===== src/hw/rtl/sfr_pkg.sv =====
// Shared types, sizes and register codes of the stream find-and-replace block.
`timescale 1ns / 1ps

package sfr_pkg;

  // Window and replacement capacities in bytes.
  localparam int MAX_PATTERN     = 8;
  localparam int MAX_REPLACEMENT = 8;

  localparam int WIN_DEPTH = MAX_PATTERN;
  localparam int FILL_W    = $clog2(WIN_DEPTH + 1);
  localparam int WIN_IDX_W = $clog2(WIN_DEPTH);
  localparam int LEN_W     = 4;
  localparam int REP_IDX_W = $clog2(MAX_REPLACEMENT);
  localparam int CFG_DATA_W = 64;
  localparam int CFG_IDX_W  = 2;

  // Configuration register indexes.
  localparam logic [CFG_IDX_W-1:0] CFG_PATTERN_BYTES      = 2'd0;
  localparam logic [CFG_IDX_W-1:0] CFG_PATTERN_LENGTH     = 2'd1;
  localparam logic [CFG_IDX_W-1:0] CFG_REPLACEMENT_BYTES  = 2'd2;
  localparam logic [CFG_IDX_W-1:0] CFG_REPLACEMENT_LENGTH = 2'd3;

  typedef struct packed {
    logic [7:0] text_byte;
    logic       text_end;
  } sfr_in_t;

  typedef struct packed {
    logic [7:0] out_byte;
    logic       has_byte;
    logic       from_replacement;
    logic       run_last;
    logic       stream_end;
  } sfr_out_t;

  // Window operation broadcast to every cell.
  typedef struct packed {
    logic shift;
    logic clear;
  } sfr_cell_ctl_t;

endpackage


===== src/hw/rtl/sfr_cell.sv =====
// One byte cell of the sliding window, with its pattern comparators.
`timescale 1ns / 1ps

module sfr_cell import sfr_pkg::*; (
  input  logic          clk_i,
  input  logic          rst_ni,
  input  sfr_cell_ctl_t ctl_i,
  input  logic          load_i,
  input  logic [7:0]    load_byte_i,
  input  logic [7:0]    next_byte_i,
  input  logic [7:0]    pat_here_i,
  input  logic [7:0]    pat_prev_i,
  output logic [7:0]    byte_o,
  output logic          eq_here_o,
  output logic          eq_prev_o
);

  logic [7:0] byte_q, byte_d;

  // Clear or shift first, then a new byte may land in the freed slot.
  always_comb begin
    byte_d = byte_q;
    if (ctl_i.clear) begin
      byte_d = 8'h00;
    end else if (ctl_i.shift) begin
      byte_d = next_byte_i;
    end
    if (load_i) begin
      byte_d = load_byte_i;
    end
  end

  always_ff @(posedge clk_i or negedge rst_ni) begin
    if (!rst_ni) begin
      byte_q <= 8'h00;
    end else begin
      byte_q <= byte_d;
    end
  end

  assign byte_o    = byte_q;
  assign eq_here_o = (byte_q == pat_here_i);
  assign eq_prev_o = (byte_q == pat_prev_i);

endmodule


===== src/hw/rtl/sfr_out_buf.sv =====
// Two-entry output buffer that decouples the result sequencer from the output stall.
`timescale 1ns / 1ps

module sfr_out_buf import sfr_pkg::*; (
  input  logic     clk_i,
  input  logic     rst_ni,
  input  logic     push_i,
  input  sfr_out_t push_data_i,
  output logic     space_o,
  output logic     out_valid_o,
  input  logic     out_stall_i,
  output sfr_out_t out_o
);

  sfr_out_t   ent_q [2];
  logic       wr_ptr_q, rd_ptr_q;
  logic [1:0] count_q;
  logic       pop;

  assign out_valid_o = (count_q != 2'd0);
  assign out_o       = ent_q[rd_ptr_q];
  assign pop         = out_valid_o && !out_stall_i;
  // Space is judged on the registered count only, so the stall never reaches the input.
  assign space_o     = (count_q != 2'd2);

  always_ff @(posedge clk_i) begin
    if (push_i) begin
      ent_q[wr_ptr_q] <= push_data_i;
    end
  end

  always_ff @(posedge clk_i or negedge rst_ni) begin
    if (!rst_ni) begin
      wr_ptr_q <= 1'b0;
      rd_ptr_q <= 1'b0;
      count_q  <= 2'd0;
    end else begin
      if (push_i) begin
        wr_ptr_q <= !wr_ptr_q;
      end
      if (pop) begin
        rd_ptr_q <= !rd_ptr_q;
      end
      case ({push_i, pop})
        2'b10:   count_q <= count_q + 2'd1;
        2'b01:   count_q <= count_q - 2'd1;
        default: count_q <= count_q;
      endcase
    end
  end

endmodule


===== src/hw/rtl/stream_find_and_replace.sv =====
// Top level of the streaming find-and-replace block.
`timescale 1ns / 1ps

// Streaming find-and-replace. Text bytes enter one beat at a time; the last
// byte of a text carries text_end. Every leftmost, non-overlapping occurrence
// of the configured pattern (up to eight bytes) is replaced by the configured
// replacement (up to eight bytes, possibly empty). Bytes wait in a sliding
// window built as a row of eight byte cells; each cell compares its byte with
// its pattern byte and with the pattern byte before it, so both the current
// window and the window after one more shift are checked in the same cycle.
// A sequencer emits at most one result beat per cycle, when there is space,
// into a two-entry output buffer. In steady state, with no match pending, one
// byte is accepted and one result is delivered every cycle. A match yields
// the replacement bytes in order, or nothing if the replacement is empty;
// the end of a text flushes the bytes still held in the window, and shortening
// the pattern length mid-text flushes the surplus window bytes. The input
// stalls while such work is pending and whenever the output buffer is full.
// Bytes are registered in the window cells, results in the output buffer.
// run_last marks the last result caused by an input beat and stream_end the
// last result of a text; a text end that causes no byte yields one bare end
// beat with has_byte low. Write configuration only while the block is idle;
// the configuration port is always ready; lengths above eight act as eight.
module stream_find_and_replace import sfr_pkg::*; (
  input  logic                  clk_i,
  input  logic                  rst_ni,
  // Text input.
  input  logic                  in_valid_i,
  output logic                  in_stall_o,
  input  sfr_in_t               in_i,
  // Result output.
  output logic                  out_valid_o,
  input  logic                  out_stall_i,
  output sfr_out_t              out_o,
  // Configuration writes.
  input  logic                  cfg_valid_i,
  output logic                  cfg_ready_o,
  input  logic [CFG_IDX_W-1:0]  cfg_index_i,
  input  logic [CFG_DATA_W-1:0] cfg_data_i
);

  // Configuration registers.
  logic [CFG_DATA_W-1:0] pattern_bytes_q;
  logic [LEN_W-1:0]      pattern_length_q;
  logic [CFG_DATA_W-1:0] replacement_bytes_q;
  logic [LEN_W-1:0]      replacement_length_q;

  assign cfg_ready_o = 1'b1;

  always_ff @(posedge clk_i or negedge rst_ni) begin
    if (!rst_ni) begin
      pattern_bytes_q      <= '0;
      pattern_length_q     <= '0;
      replacement_bytes_q  <= '0;
      replacement_length_q <= '0;
    end else if (cfg_valid_i && cfg_ready_o) begin
      case (cfg_index_i)
        CFG_PATTERN_BYTES:      pattern_bytes_q      <= cfg_data_i;
        CFG_PATTERN_LENGTH:     pattern_length_q     <= cfg_data_i[LEN_W-1:0];
        CFG_REPLACEMENT_BYTES:  replacement_bytes_q  <= cfg_data_i;
        CFG_REPLACEMENT_LENGTH: replacement_length_q <= cfg_data_i[LEN_W-1:0];
        default: ;
      endcase
    end
  end

  // Effective lengths, clamped to the window and replacement capacities.
  logic [FILL_W-1:0] plen;
  logic [LEN_W-1:0]  rlen;

  assign plen = (pattern_length_q > LEN_W'(MAX_PATTERN)) ?
                FILL_W'(MAX_PATTERN) : FILL_W'(pattern_length_q);
  assign rlen = (replacement_length_q > LEN_W'(MAX_REPLACEMENT)) ?
                LEN_W'(MAX_REPLACEMENT) : replacement_length_q;

  // Sequencer state.
  logic                 busy_q, busy_d;
  logic                 end_q, end_d;
  logic                 emitted_q, emitted_d;
  logic                 rep_q, rep_d;
  logic [REP_IDX_W-1:0] rep_idx_q, rep_idx_d;
  logic [FILL_W-1:0]    fill_q, fill_d;

  // Window cells.
  sfr_cell_ctl_t        cell_ctl;
  logic [WIN_DEPTH-1:0] cell_load;
  logic [7:0]           cell_byte [WIN_DEPTH];
  logic [WIN_DEPTH-1:0] eq_here, eq_prev, plen_mask, next_vec;
  logic                 cur_ok, next_ok;
  logic [WIN_IDX_W-1:0] ins_idx;
  logic                 buf_space, advance, accept;

  for (genvar i = 0; i < WIN_DEPTH; i++) begin : g_cell
    logic [7:0] next_byte;
    logic [7:0] pat_prev;

    if (i == WIN_DEPTH - 1) begin : g_top
      assign next_byte = 8'h00;
    end else begin : g_mid
      assign next_byte = cell_byte[i+1];
    end

    if (i == 0) begin : g_first
      assign pat_prev = 8'h00;
    end else begin : g_rest
      assign pat_prev = pattern_bytes_q[(i-1)*8 +: 8];
    end

    assign plen_mask[i] = (FILL_W'(i) < plen);
    assign cell_load[i] = accept && (ins_idx == WIN_IDX_W'(i));

    sfr_cell u_cell (
      .clk_i       (clk_i),
      .rst_ni      (rst_ni),
      .ctl_i       (cell_ctl),
      .load_i      (cell_load[i]),
      .load_byte_i (in_i.text_byte),
      .next_byte_i (next_byte),
      .pat_here_i  (pattern_bytes_q[i*8 +: 8]),
      .pat_prev_i  (pat_prev),
      .byte_o      (cell_byte[i]),
      .eq_here_o   (eq_here[i]),
      .eq_prev_o   (eq_prev[i])
    );

    // Window after one shift: cell i+1 against pattern byte i.
    if (i == WIN_DEPTH - 1) begin : g_next_top
      assign next_vec[i] = 1'b1;
    end else begin : g_next_mid
      assign next_vec[i] = eq_prev[i+1] || !plen_mask[i];
    end
  end

  assign cur_ok  = &(eq_here | ~plen_mask);
  assign next_ok = &next_vec;

  // One step of the sequencer: at most one result beat.
  logic                 st_emit, st_pop, st_clear, st_done, st_last, rep_start;
  sfr_out_t             st_res;
  logic [FILL_W-1:0]    fill_m1, step_fill;
  logic                 loop_now, match_now, cont, next_del, more, rep_last;
  logic [REP_IDX_W-1:0] rep_sel;
  logic [7:0]           rep_byte;

  assign fill_m1   = fill_q - FILL_W'(1);
  assign loop_now  = (fill_q != '0) && (fill_q >= plen);
  assign match_now = (plen != '0) && (fill_q == plen) && cur_ok;
  // Lookahead after popping the oldest byte, so run_last lands on the right beat.
  assign cont      = (fill_m1 != '0) && (fill_m1 >= plen);
  assign next_del  = cont && (plen != '0) && (fill_m1 == plen) && next_ok &&
                     (rlen == '0);
  assign more      = cont ? !next_del : (end_q && (fill_m1 != '0));
  assign rep_last  = (LEN_W'(rep_idx_q) == rlen - LEN_W'(1));
  assign rep_sel   = rep_q ? rep_idx_q : '0;
  assign rep_byte  = replacement_bytes_q[rep_sel*8 +: 8];

  always_comb begin
    st_emit   = 1'b0;
    st_pop    = 1'b0;
    st_clear  = 1'b0;
    st_done   = 1'b0;
    st_last   = 1'b0;
    rep_start = 1'b0;
    st_res    = '0;
    if (rep_q) begin
      st_emit = 1'b1;
      st_res.out_byte         = rep_byte;
      st_res.has_byte         = 1'b1;
      st_res.from_replacement = 1'b1;
      st_last = rep_last;
      st_done = rep_last;
    end else if (loop_now && match_now) begin
      st_clear = 1'b1;
      if (rlen != '0) begin
        st_emit = 1'b1;
        st_res.out_byte         = rep_byte;
        st_res.has_byte         = 1'b1;
        st_res.from_replacement = 1'b1;
        st_last   = (rlen == LEN_W'(1));
        st_done   = st_last;
        rep_start = !st_last;
      end else begin
        st_done = 1'b1;
        if (end_q && !emitted_q) begin
          st_emit = 1'b1;
          st_last = 1'b1;
        end
      end
    end else if (loop_now || (end_q && (fill_q != '0))) begin
      st_pop  = 1'b1;
      st_emit = 1'b1;
      st_res.out_byte = cell_byte[0];
      st_res.has_byte = 1'b1;
      st_last = !more;
      // A deletion that follows still needs its own sequencer step to clear the window.
      st_done = !more && !next_del;
    end else begin
      st_done = 1'b1;
      if (end_q && !emitted_q) begin
        st_emit = 1'b1;
        st_last = 1'b1;
      end
    end
    st_res.run_last   = st_last;
    st_res.stream_end = st_last && end_q;
  end

  // A new byte is taken when the window is idle or its current item finishes now.
  assign advance    = busy_q && (!st_emit || buf_space);
  assign in_stall_o = busy_q && !(advance && st_done);
  assign accept     = in_valid_i && !in_stall_o;

  always_comb begin
    if (advance && st_clear) begin
      step_fill = '0;
    end else if (advance && st_pop) begin
      step_fill = fill_m1;
    end else begin
      step_fill = fill_q;
    end
  end

  assign ins_idx        = step_fill[WIN_IDX_W-1:0];
  assign fill_d         = accept ? step_fill + FILL_W'(1) : step_fill;
  assign cell_ctl.shift = advance && st_pop;
  assign cell_ctl.clear = advance && st_clear;

  always_comb begin
    busy_d    = busy_q;
    end_d     = end_q;
    emitted_d = emitted_q;
    rep_d     = rep_q;
    rep_idx_d = rep_idx_q;
    if (advance) begin
      if (st_done) begin
        busy_d = 1'b0;
      end
      if (st_emit) begin
        emitted_d = 1'b1;
      end
      if (rep_start) begin
        rep_d     = 1'b1;
        rep_idx_d = REP_IDX_W'(1);
      end else if (rep_q) begin
        rep_d     = !st_done;
        rep_idx_d = rep_idx_q + REP_IDX_W'(1);
      end
    end
    if (accept) begin
      busy_d    = 1'b1;
      end_d     = in_i.text_end;
      emitted_d = 1'b0;
    end
  end

  always_ff @(posedge clk_i or negedge rst_ni) begin
    if (!rst_ni) begin
      busy_q    <= 1'b0;
      end_q     <= 1'b0;
      emitted_q <= 1'b0;
      rep_q     <= 1'b0;
      rep_idx_q <= '0;
      fill_q    <= '0;
    end else begin
      busy_q    <= busy_d;
      end_q     <= end_d;
      emitted_q <= emitted_d;
      rep_q     <= rep_d;
      rep_idx_q <= rep_idx_d;
      fill_q    <= fill_d;
    end
  end

  sfr_out_buf u_out_buf (
    .clk_i       (clk_i),
    .rst_ni      (rst_ni),
    .push_i      (advance && st_emit),
    .push_data_i (st_res),
    .space_o     (buf_space),
    .out_valid_o (out_valid_o),
    .out_stall_i (out_stall_i),
    .out_o       (out_o)
  );

endmodule


===== config.mk =====
export PLATFORM = sky130hd
export DESIGN_NAME = stream_find_and_replace
export DESIGN_NICKNAME = d
export VERILOG_FILES = /design/src/hw/rtl/sfr_pkg.sv /design/src/hw/rtl/sfr_cell.sv /design/src/hw/rtl/sfr_out_buf.sv /design/src/hw/rtl/stream_find_and_replace.sv
export SDC_FILE = /design/constraint.sdc
export NUM_CORES = 1
export LEC_CHECK = 0
export ABC_AREA = 1
export BUFFER_PORTS_ARGS = -buffer_cell sky130_fd_sc_hd__buf_2
export CORE_UTILIZATION = 40
export CTS_BUF_LIST = sky130_fd_sc_hd__clkbuf_4 sky130_fd_sc_hd__clkbuf_8
export CTS_CLUSTER_DIAMETER = 60
export DETAILED_ROUTE_END_ITERATION = 8
export PLACE_DENSITY = 0.65
export RECOVER_POWER = 50
export REMOVE_ABC_BUFFERS = 1
export SETUP_SLACK_MARGIN = 0.4
export SYNTH_ARGS = -nofsm -noshare
export SYNTH_HDL_FRONTEND = slang
export SYNTH_SLANG_ARGS = --single-unit

===== constraint.sdc =====
create_clock -name clk_i -period 8.1 [get_ports clk_i]
set_clock_uncertainty 0.2 [all_clocks]
set_input_delay 0.405 -clock clk_i [delete_from_list [all_inputs] [get_ports clk_i]]
set_output_delay 0.405 -clock clk_i [all_outputs]
set_load 0.05 [all_outputs]

==> summary.txt <==
Worst setup path
  – Element type at the critical path end: flip-flop
  – R2r setup slk: 3.86 ns
  – Reg2Reg Depth: 19
  – Reg2reg start: pattern_length_q[3]
  – Crit path launch type: input port
  – CP Cell Sequence: clkbuf_1 > nor2_1 > nand2_4 > clkbuf_1 > o21ai_0
  – Setup CP Type: input port to flip-flop
  – Slowest CP cell: clkbuf_1
  – Critical path's largest stage delay: approximately 3.3 ns
  – Worst path arrival time: 4.53 ns
  – Most common cell on crit path: clkbuf_1
  – Reg2reg end: g_cell[7].u_cell.byte_o[2]
  – Worst-path maximum fanout: 128
  – CP required: about 8.1 ns

Routing
  – DRC Markers: 0
  – Vias: 11400
  – ANT nets after route: 0
  – Drt wl/cell: ~18 µm
  – Initial DRC count: 948
  – Drt via density: 5.12
  – Total wire length: 39300 µm
  – TritonRoute pass-1 iters: 5

Global route
  – Wire length of the first global-routing pass: 61700 µm
  – Vias in the first global route: around 11000
  – Largest net degree at the start of global routing: 129
  – Remaining Overflow, GRT: 0
  – Tot GR Track Use: 24.2%
  – Initial antenna violation count: 1

CTS
  – # H-tree levels: 2
  – Worst-path clk slew: approximately 0.06 ns
  – Num CTS Buffers: between 40 and 50
  – Clock sinks: 239
  – Root Buffer: clkbuf_8
  – Clk Latency, worst-skew pair: 0.57 ns
  – Cts repair resizes: 0
  – Clk buf depth: 3
  – CTS tree: built
  – Setup Fix Bufs, Post-CTS: 0

Worst hold path
  – Hold Crit Class: input port to flip-flop
  – Hold EP: replacement_bytes_q[0]
  – Hold Path Stages: 3
  – Worst Hold Launch: cfg_data_i[0]

Logic synthesis
  – Sequential element share of the synthesized area: a little under half
  – Mapped Area: 12900 µm²
  – Yosys cell types: 51
  – Cells after synthesis: 1635
  – Main synth FF type: dfrtp_1
  – Yosys warnings: 0
  – Async set-or-reset flop fraction in the synthesized netlist: 90.0%
  – Syn Area/Cell: 7.92 µm²
  – EDFF count, synth: 24
  – Seq cells post-synth: 239

Timing
  – RSZ-0062 raised after global routing: no
  – WHS: 0.0253 ns
  – Slew Viols, Final: 300
  – Post-route minimum period: 4.51 ns
  – Final setup fails: 0
  – Crit share post-route: 55.6%
  – Fin. Hold Viols: 0
  – Slew @ Worst Pin: 4.89 ns
  – Fmax: around 220 MHz
  – Setup TNS: 0 ns
  – Relative slew slack: -226%

Run status
  – Status: complete, but fails checks
  – Failing checks: capacitance limit, slew limit

Job
  – MaxCap Viol Count: 3

Floorplan
  – Top Ports: between 90 and 100
  – Die area: 33100 µm²
  – Rows: 65
  – Core area: 31700 µm²
  – Starting Density: 40.8%
  – Chip Width: 182 µm
  – Die H: 182 µm

Layout
  – Layout cells sized above 1: 12.4%
  – Layout Nets: 1889
  – Commonest cells after routing, fill and taps aside: nand2_1, dfrtp_1, o21ai_0, inv_1, nor2_1
  – Layout area overhead: 18.8%
  – Commonest non-fill, non-tap cell in the layout: nand2_1

Power
  – VDD IR max: ~0.19 mV
  – Leak pwr: slightly below 0.008 µW
  – Power density cells: 374 nW/µm²

Placed design
  – I/O Buffers: 93
  – Routability cong.: 0.929
  – Final HPWL DP: ~28000 µm
[repair_timing]
action / 4_1_cts / 5_1_grt
endpoints found under the setup margin: 0 / 0
hold endpoints to repair: 226 / 0
hold buffers: 70 / 0
[logic make-up (layout without fill, tap and decap cells)]
family	Yosys count	in the layout	synth area share (%)
other	1	2	0.0290
flip-flops	239	239	47.1
buffers and inverters	217	408	6.75
adder cells (fa/ha/maj)	17	17	1.64
AO/OA/AOI/OAI	241	241	10.6
AND/OR/NAND/NOR	815	815	26.7
XOR/XNOR	105	105	7.11
[state kept, by name (all words and copies together) (netlist names)]
name,cells
rep_q,1
emitted_q,1
busy_q,1
u_out_buf.wr_ptr_q,1
replacement_bytes_q,64
fill_q,4
g_cell.u_cell.byte_o,64
end_q,1
u_out_buf.rd_ptr_q,1
u_out_buf.count_q,2
u_out_buf.ent_q,24
pattern_length_q,4
pattern_bytes_q,64
replacement_length_q,4
rep_idx_q,3
[stage by stage]
| stage | utilization, % | total power (µW) | std cells | instance area [µm²] | worst slack [ns] |
|---|---|---|---|---|---|
| floorplan | - | 3710 | 1576 | 12700 | 4.09 |
| global placement | 43.3 | 4410 | 2080 | 13700 | 3.99 |
| detailed placement | 43.3 | 4450 | 2080 | 13700 | 3.90 |
| CTS | 48.6 | 5770 | 2228 | 15400 | 3.89 |
| global route | 48.5 | 6160 | 2228 | 15400 | 2.91 |
| finish | 48.5 | 5750 | 2229 | 15400 | 3.59 |
[report_power, final]
group | switching (µW) | internal [µW]
clock | 530 | 757
sequential | 341 | 1600
combinational | 1710 | 820
[synthesized netlist by cell type (8+ instances only)]
cell	n	area share, %
nand2_1	560	16
edfxtp_1	24	5.6
o22ai_1	9	0.44
dfrtp_1	215	42
a21oi_1	15	0.58
inv_2	10	0.29
ha_1	17	1.6
o311ai_0	12	0.81
nand2_4	9	0.78
nand3_1	72	2.8
nor3_1	8	0.31
xor2_1	42	2.8
nand4_1	21	1.0
inv_1	145	4.2
o21ai_0	171	6.6
xnor2_1	63	4.3
clkbuf_1	46	1.3
nor2_1	106	3.1
[how the worst max path moves through the flow]
stage                                    from                         end  slack [ns]  depth (start not counted)
after global placement    pattern_length_q[3]  g_cell[7].u_cell.byte_o[5]        3.99                         19
after global routing           cfg_index_i[0]         pattern_bytes_q[32]        2.91                          5
after floorplan           pattern_length_q[3]  g_cell[7].u_cell.byte_o[0]        4.09                         17
final                          cfg_index_i[0]         pattern_bytes_q[46]        3.59                          5
after CTS                 pattern_length_q[3]  g_cell[7].u_cell.byte_o[2]        3.89                         19
after detailed placement            fill_q[0]  g_cell[7].u_cell.byte_o[2]        3.90                         21
[layer usage]
metal  track usage (%)  wire length (µm)  share of wire (%)  vias up
li1                  -                 -                  -     5552
met1              31.2             17200                 44     5394
met5                 0                 0                  0        -
met2              40.2             18500                 47      371
met3              3.67              2060                5.2      105
met4              11.0              1600                4.1        0
[worst max-delay path, delay by kind of cell]
family          cells  cell delay [ns]
compound gates      1             0.34
buf+inv             2             3.48
simple gates        2             0.14
[layout make-up]
cell class              instances  area [µm²]
diodes                          1        2.50
clock buffers                  64         793
clock inverters                14         175
fillers                      3099       16300
inverters                     158         593
multi-input cells            1179        5980
flip-flops and latches        239        6100
well taps                     402         503
repair buffers                172        1230
Note: power is estimated with default switching activity, not from simulation.
